==> config.mk <==
export PLATFORM = sky130hd
export DESIGN_NAME = prs80_round_cell
export DESIGN_NICKNAME = d
export VERILOG_FILES = /design/src/design/assert_macros.svh /design/src/design/prs80_pkg.sv /design/src/design/prs80_round_cell.sv
export SDC_FILE = /design/constraint.sdc
export NUM_CORES = 1
export LEC_CHECK = 0
export BUFFER_PORTS_ARGS = -buffer_cell sky130_fd_sc_hd__buf_2
export CAP_MARGIN = 20
export CELL_PAD_IN_SITES_DETAIL_PLACEMENT = 0
export CELL_PAD_IN_SITES_GLOBAL_PLACEMENT = 2
export CORE_MARGIN = 4
export CORE_UTILIZATION = 35
export DETAILED_ROUTE_END_ITERATION = 8
export PLACE_DENSITY_LB_ADDON = 0.25
export SLEW_MARGIN = 20
export SYNTH_ARGS = -nofsm -noshare
export SYNTH_HDL_FRONTEND = slang
export SYNTH_SLANG_ARGS = --single-unit
==> constraint.sdc <==
create_clock -name clk -period 3.35 [get_ports clk]
set_input_delay 0.335 -clock clk [delete_from_list [all_inputs] [get_ports clk]]
set_output_delay 0.335 -clock clk [all_outputs]
set_load 0.01 [all_outputs]
==> src/design/assert_macros.svh <==
// Assertion macros shared by the PRESENT-80 encryption RTL.
// Expects signals clk and rst_n in the scope where a macro is used.
`ifndef ASSERT_MACROS_SVH
`define ASSERT_MACROS_SVH

// Plain property, checked at every rising edge outside reset.
`define PRS_ASSERT(lbl, prop, msg) \
  lbl: assert property (@(posedge clk) disable iff (!rst_n) (prop)) \
    else $error(msg);

// Antecedent this cycle implies consequent in the next cycle.
`define PRS_ASSERT_NEXT(lbl, ante, cons, msg) \
  lbl: assert property (@(posedge clk) disable iff (!rst_n) (ante) |=> (cons)) \
    else $error(msg);

`endif

==> src/design/prs80_pkg.sv <==
// Shared types, constants and round functions for PRESENT-80 encryption.
// No dependencies; used by the round cell and the top level.
`default_nettype none

package prs80_pkg;

  localparam int ROUND_COUNT = 31;
  localparam int ROUND_W     = 5;
  localparam int BLOCK_W     = 64;
  localparam int KEY_W       = 80;
  localparam int PERM_MOD    = 63;

  typedef logic [ROUND_W-1:0] rnd_t;
  typedef logic [BLOCK_W-1:0] block_t;
  typedef logic [KEY_W-1:0]   key_t;

  typedef enum logic {
    CFG_KEY_LOW  = 1'b0,
    CFG_KEY_HIGH = 1'b1
  } cfg_idx_t;

  localparam logic [3:0] SBOX [16] = '{
    4'hC, 4'h5, 4'h6, 4'hB, 4'h9, 4'h0, 4'hA, 4'hD,
    4'h3, 4'hE, 4'hF, 4'h8, 4'h4, 4'h7, 4'h1, 4'h2
  };

  function automatic block_t sub_layer(input block_t s);
    block_t r;
    r = '0;
    for (int n = 0; n < 16; n++) begin
      r[4*n +: 4] = SBOX[s[4*n +: 4]];
    end
    return r;
  endfunction

  // Bit i moves to 16*i mod 63; bit 63 stays.
  function automatic block_t perm_layer(input block_t s);
    block_t r;
    int     dst;
    r = '0;
    for (int i = 0; i < BLOCK_W - 1; i++) begin
      dst = (16 * i) % PERM_MOD;
      r[dst[5:0]] = s[i];
    end
    r[BLOCK_W-1] = s[BLOCK_W-1];
    return r;
  endfunction

  // Rotate left by 61, substitute the top nibble, fold in the round number.
  function automatic key_t key_next(input key_t k, input rnd_t rnd);
    key_t r;
    r = {k[18:0], k[79:19]};
    r[79:76] = SBOX[r[79:76]];
    r[19:15] = r[19:15] ^ rnd;
    return r;
  endfunction

endpackage

`default_nettype wire

==> src/design/prs80_round_cell.sv <==
// One PRESENT-80 round: key add, S-box layer, bit permutation, key update.
// Depends on prs80_pkg for the round functions.
`default_nettype none

module prs80_round_cell (
  input  wire logic              clk,
  input  wire logic              rst_n,
  input  wire logic              en,
  input  wire prs80_pkg::rnd_t   rnd,
  input  wire logic              valid_i,
  input  wire prs80_pkg::block_t state_i,
  input  wire prs80_pkg::key_t   key_i,
  output logic                   valid_o,
  output prs80_pkg::block_t      state_o,
  output prs80_pkg::key_t        key_o
);

  logic              valid_r;
  prs80_pkg::block_t state_r, state_nxt;
  prs80_pkg::key_t   key_r, key_nxt;

  always_comb begin
    state_nxt = prs80_pkg::perm_layer(prs80_pkg::sub_layer(state_i ^ key_i[79:16]));
    key_nxt   = prs80_pkg::key_next(key_i, rnd);
  end

  always_ff @(posedge clk) begin
    if (!rst_n) begin
      valid_r <= 1'b0;
    end else if (en) begin
      valid_r <= valid_i;
    end
  end

  // Payload needs no reset; advance with the row.
  always_ff @(posedge clk) begin
    if (en) begin
      state_r <= state_nxt;
      key_r   <= key_nxt;
    end
  end

  assign valid_o = valid_r;
  assign state_o = state_r;
  assign key_o   = key_r;

endmodule

`default_nettype wire
==> impl_metrics.py, run 1 <==
metrics = {
    "drt": {
        "dr.pass1.iters": 4,
        "postRouteAntennaNets": 0,
        "avgRoutedWirePerCell_um": 16.5,
        "drtIter0Drc": 197,
        "num_vias": 5168,
        "drt-total-wl_um": 18200,
        "viasPerCell": 4.68,
        "drc_errors": 0,
    },
    "yosys": {
        "ys_ff_latch": 145,
        "syn_area_per_cell_um2": 15.4,
        "synth_edf_count": 144,
        "yosysUniqueCellTypes": 37,
        "post_synth_inst_count": 500,
        "postSynth.topFlopCell": "edfxtp_1",
        "synthesis.nets": 706,
        "ys_seq_area_share_pct": 56.5,
        "ys.warnings.count": 0,
        "netlist_area_mm2": 0.00769,
        "async_flop_share_pct": 0,
    },
    "setup_path": {
        "arrival_ns": 1.77,
        "crit_path_end": "state_o[1]",
        "r2r-end": "valid_o",
        "startpoint_type": "primary input",
        "crit_path_end_kind": "register",
        "worstPathRequired_ns": 3.52,
        "cp_max_fo": 5,
        "reg2regPathDepth": 2,
        "r2r_start": "valid_o",
        "crit_type": "primary input to register",
        "crit_start": "key_i[20]",
        "reg2reg_slack_ns": 2.76,
    },
    "placement": {
        "placed_area_mm2": 0.00954,
        "dpl_worst_slack_ns": 1.32,
        "place.gp.congestion": 0.817,
        "port_buffers": 297,
        "hpwl_um": 14400,
    },
    "clock_tree": {
        "cts.sinks": 145,
        "clk_pin_slew_ns": 0.06,
        "htreeDepth": 4,
        "cts_tree": "built",
        "root_buffer": "clkbuf_16",
        "ctsResizeCount": 0,
        "cts_buffers": 17,
        "hold_buffers": 0,
        "postCtsSetupRepairBufs": 0,
        "clockBufferDepth": 2,
        "clkLatencyLatePin_ns": 0.41,
    },
    "floorplanning": {
        "initial_core_util_pct": 36.1,
        "design.core.area_mm2": 0.0213,
        "num_rows": 53,
        "die_w_um": 156,
        "dieHeight_um": 156,
        "dieArea_mm2": 0.0244,
        "io_pins": 298,
    },
    "timing": {
        "skew_ns": 0,
        "layout_setup_ws_ns": 1.75,
        "setup_tns_ns": 0,
        "finalCritPeriodShare_pct": 47.8,
        "slew_viol_final": 0,
        "max-slew-margin-rel_pct": 51.4,
        "period_needed_ns": 1.60,
        "rsz0062_at_grt": "false",
        "finalSetupViolCount": 0,
        "max_freq_mhz": 625,
        "worst_pin_slew_ns": 0.729,
        "hold_viol": 0,
    },
    "flow_run": {
        "drv_cap": 0,
    },
    "status": {
        "status": "complete, no violations",
    },
    "power": {
        "netSwitchingFraction_pct": 27.0,
        "clkPwrFrac_pct": 36.6,
        "powerDensity_mw_per_mm2": 552,
        "p_comb_share_pct": 21.9,
        "ir_worst_vdd_v": 0.000341,
        "p_leak_uw": 0.00446,
        "seqPwrFrac_pct": 41.5,
        "p_int_uw": 4090,
        "p_sw_uw": 1520,
    },
    "grt": {
        "grt_pass1_wl_um": 27800,
        "gr-total-overflow": 0,
        "grt_use_total_pct": 14.5,
        "antenna_found_initial": 0,
        "grt_max_degree": 76,
        "grt_pass1_vias": 5395,
    },
    "layout": {
        "multi_input_area_mm2": 0.00308,
        "n_antenna_cell": 0,
        "layout_common_cells": "buf_2, edfxtp_1, inv_1",
        "fin_area_mm2": 0.0102,
        "layout_commonest_cell": "buf_2",
        "area_growth_pct": 32.2,
        "regArea_mm2": 0.00434,
        "drive_gt1_share_pct": 46.4,
        "final_util_pct": 47.8,
        "fillCellCount": 1933,
        "nets": 1022,
    },
    "min_path": {
        "hold_class": "primary input to register",
    },
}
## power by group through the flow
stage / Sequential [µW] / Clock (µW) / Combinational (µW)
4_1_cts: 2330 / 2100 / 1250
3_3_place_gp: 2360 / 0 / 1210
2_1_floorplan: 2500 / 0 / 586
3_5_place_dp: 2370 / 0 / 1250
6_report: 2330 / 2050 / 1230
5_1_grt: 2350 / 2190 / 1360
## how the worst min path moves through the flow
stage,cells past startpoint,endpoint,startpoint,slack (ns)
finish,1,key_o[70],key_i[9],0.09
global route,1,key_o[65],key_i[4],0.06
CTS,1,key_o[70],key_i[9],0.06
detailed placement,1,key_o[67],key_i[6],0.51
global placement,2,valid_o,valid_o,0.49
floorplan,0,key_o[0],key_i[19],0.43
## per-stage QoR
| step | power, µW | hold slack, ns | instances |
|---|---|---|---|
| final | 5610 | 0.0869 | 1104 |
| after global routing | 5900 | 0.0595 | 1104 |
| after detailed placement | 3620 | 0.514 | 1072 |
| after CTS | 5690 | 0.0642 | 1104 |
| after floorplan | 3080 | 0.434 | 500 |
| after global placement | 3570 | 0.493 | 1072 |
## worst max-delay path: stages
cell and delay, ns:
buf_2 0.11, xor2_1 0.46, ha_1 0.34, mux2_2 0.26, mux2_2 0.26
## flip-flops by register name (all words and copies together) (netlist names)
signal   count
key_o       80
state_o     64
valid_o      1
## cell usage after synthesis, types with 2 or more instances
cell | number | area [µm²]
mux2_2 | 5 | 56.3
ha_1 | 53 | 663
a211oi_1 | 2 | 15.0
xor2_1 | 27 | 236
o21a_1 | 2 | 15.0
inv_1 | 66 | 248
mux4_1 | 3 | 78.8
nor2b_1 | 2 | 12.5
o211ai_1 | 10 | 75.1
o21ai_0 | 17 | 85.1
mux4_2 | 18 | 405
xnor2_2 | 7 | 114
o221a_2 | 10 | 113
nand2_1 | 4 | 15.0
a221oi_1 | 2 | 17.5
xor2_2 | 11 | 179
nor2_1 | 2 | 7.51
nand3_1 | 11 | 55.1
edfxtp_1 | 144 | 4320
nor3_1 | 6 | 30.0
xnor2_1 | 42 | 368
mux2i_1 | 41 | 410
## routing by layer
layer	share of wire [%]	track usage, %	wire length, µm	vias to the layer above
met5	0	0	0	-
met4	2.2	5.50	399	0
met3	8.1	4.92	1470	28
met2	51	25.4	9310	178
met1	39	16.3	7020	2477
li1	-	-	-	2485
## kinds of logic after synthesis
logic type / share of synthesized area (%)
xor gates and xnor gates: 12.4
AOI/OAI and AO/OA: 4.72
and+or+nand+nor: 1.90
buffers and inverters: 3.51
adders and majority gates: 8.62
DFF: 56.5
muxes: 12.4
## cell type report
| type | count | area share, % |
|---|---|---|
| tap | 275 | 3.38 |
| clock buffer | 18 | 4.22 |
| sequential | 145 | 42.7 |
| inverter | 67 | 2.47 |
| timing repair buffer | 299 | 15.0 |
| clock inverter | 14 | 1.99 |
| multi-input combinational | 286 | 30.2 |
No activity file was read; power rests on OpenSTA's default activity.
==> inputs of run 2 (changes only) <==
- CORE_UTILIZATION: 35 -> 32
- clock period: 3.35 -> 1.6 ns (I/O delays scaled with it)
==> impl_metrics.py, run 2 (synthesized netlist as in run 1, its figures left out) <==
metrics = {
    "layout": {
        "n_antenna_cell": 0,
        "layout_common_cells": "buf_2, edfxtp_1, dlygate4sd3_1, buf_4, inv_1",
        "drive_gt1_share_pct": 47.0,
        "nets": 1166,
        "layout_commonest_cell": "buf_2",
        "fillCellCount": 2102,
        "area_growth_pct": 50.1,
        "largest_reg_flops": 80,
    },
    "clock_tree": {
        "cts_tree": "built",
        "clk_pin_slew_ns": 0.06,
        "htreeDepth": 4,
        "clkLatencyLatePin_ns": 0.41,
        "cts.sinks": 145,
        "cts_buffers": 17,
        "root_buffer": "clkbuf_16",
        "postCtsSetupRepairBufs": 0,
        "clockBufferDepth": 2,
    },
    "setup_path": {
        "crit_type": "primary input to register",
        "startpoint_type": "primary input",
        "arrival_ns": 1.71,
        "critPathTopFamily": "buffers and inverters",
        "path_cells": "dlygate4sd3_1 -> buf_2 -> xor2_1 -> buf_4 -> mux4_1",
        "critPathSlowestCell": "mux4_1",
        "crit_buf_inv": 3,
        "cpPeakStageDelay_ns": 0.56,
        "cp_max_fo": 6,
        "worstPathRequired_ns": 1.74,
        "crit_path_end_kind": "register",
    },
    "timing": {
        "rsz0062_at_grt": "false",
        "hold_viol": 0,
        "hold_ws_ns": 0.0273,
        "period_needed_ns": 1.57,
        "worst_pin_slew_ns": 0.530,
        "setup_tns_ns": 0,
        "max_freq_mhz": 637,
        "finalCritPeriodShare_pct": 98.2,
        "skew_ns": 0,
        "finalSetupViolCount": 0,
        "layout_setup_ws_ns": 0.0292,
        "max-slew-margin-rel_pct": 64.4,
        "slew_viol_final": 0,
    },
    "drt": {
        "avgRoutedWirePerCell_um": 15.4,
        "drt-total-wl_um": 19900,
        "postRouteAntennaNets": 0,
        "drc_errors": 0,
        "drtIter0Drc": 160,
        "dr.pass1.iters": 4,
        "viasPerCell": 4.44,
        "num_vias": 5732,
    },
    "floorplanning": {
        "io_pins": 298,
        "dieHeight_um": 163,
        "die_w_um": 163,
        "dieArea_mm2": 0.0266,
        "initial_core_util_pct": 32.7,
        "num_rows": 56,
        "design.core.area_mm2": 0.0235,
    },
    "power": {
        "p_comb_share_pct": 25.1,
        "power_uw": 12000,
        "netSwitchingFraction_pct": 27.1,
        "powerDensity_mw_per_mm2": 1040,
        "ir_worst_vdd_v": 0.000513,
        "p_sw_uw": 3250,
        "p_int_uw": 8760,
        "clkPwrFrac_pct": 34.3,
        "seqPwrFrac_pct": 40.6,
        "p_leak_uw": 0.00513,
    },
    "placement": {
        "place.gp.congestion": 0.765,
        "port_buffers": 297,
        "dpl_worst_slack_ns": -0.235,
        "hpwl_um": 15800,
    },
    "grt": {
        "antenna_found_initial": 0,
        "grt_max_degree": 41,
        "grt_use_total_pct": 14.7,
        "grt_pass1_wl_um": 31100,
        "gr-total-overflow": 0,
        "grt_pass1_vias": 6231,
    },
    "min_path": {
        "hold_class": "primary input to register",
    },
    "status": {
        "status": "complete, no violations",
    },
    "flow_run": {
        "drv_cap": 0,
    },
}
## run 2: changes by cell type in the layout (fill, tap and decap cells not counted)
cell | before | now
inv_6 | 4 | 3
buf_12 | 1 | 2
xor2_2 | 11 | 6
bufinv_16 | 4 | 3
dlygate4sd3_1 | 0 | 72
xnor2_1 | 42 | 41
inv_8 | 0 | 1
xor2_4 | 1 | 6
buf_4 | 1 | 72
clkinv_1 | 0 | 1
clkinv_2 | 0 | 1
xnor2_4 | 1 | 2
clkinvlp_4 | 4 | 2
clkinv_4 | 2 | 3
## run 2: metrics by stage
step / instance area [µm²] / std cells / util [%]
2_1_floorplan: 7700 / 500 / -
3_5_place_dp: 10200 / 1188 / 43.1
3_3_place_gp: 10200 / 1188 / 43.1
5_1_grt: 11500 / 1292 / 49.0
6_report: 11500 / 1292 / 49.0
4_1_cts: 11500 / 1292 / 48.8
## run 2: routing by layer
layer / share of wire (%) / global-route usage (%) / vias to the layer above
li1: - / - / 2780
met3: 7.1 / 4.06 / 28
met2: 51 / 26.5 / 198
met5: 0 / 0 / -
met4: 2.1 / 5.53 / 0
met1: 39 / 16.7 / 2726
## run 2: final timing paths
path	from	end	slack, ns	depth (start not counted)
worst max-delay path	key_i[27]	state_o[34]	0.03	5
worst min-delay path	valid_i	valid_o	0.03	3
worst max register to register	valid_o	valid_o	0.98	2
worst min register to register	valid_o	valid_o	0.54	2
## run 2: layout make-up
cell class | instances | area (µm²) | area share, %
multi-input cells | 286 | 3150 | 27.3
clock buffers | 18 | 429 | 3.72
inverters | 67 | 251 | 2.18
well taps | 319 | 399 | 3.46
repair buffers | 443 | 2790 | 24.2
flip-flops and latches | 145 | 4340 | 37.6
clock inverters | 14 | 178 | 1.54
## run 2: tightest hold or removal path, cell delays in order
cell     delay (ns)
buf_2          0.08
mux2i_1        0.07
nor2b_1        0.10
## run 2: what timing repair did
item,CTS,global route
setup endpoints to repair,0,6
hold buffers,72,0
endpoints found under the hold margin,72,0
resized for setup,0,6
## run 2: power by group through the flow
| stage | Sequential (µW) | Clock, µW | Combinational, µW |
|---|---|---|---|
| final | 4880 | 4120 | 3020 |
| after global routing | 4920 | 4430 | 3330 |
| after CTS | 4890 | 4270 | 3050 |
| after detailed placement | 4960 | 0 | 2900 |
| after global placement | 4960 | 0 | 2800 |
| after floorplan | 5230 | 0 | 1230 |
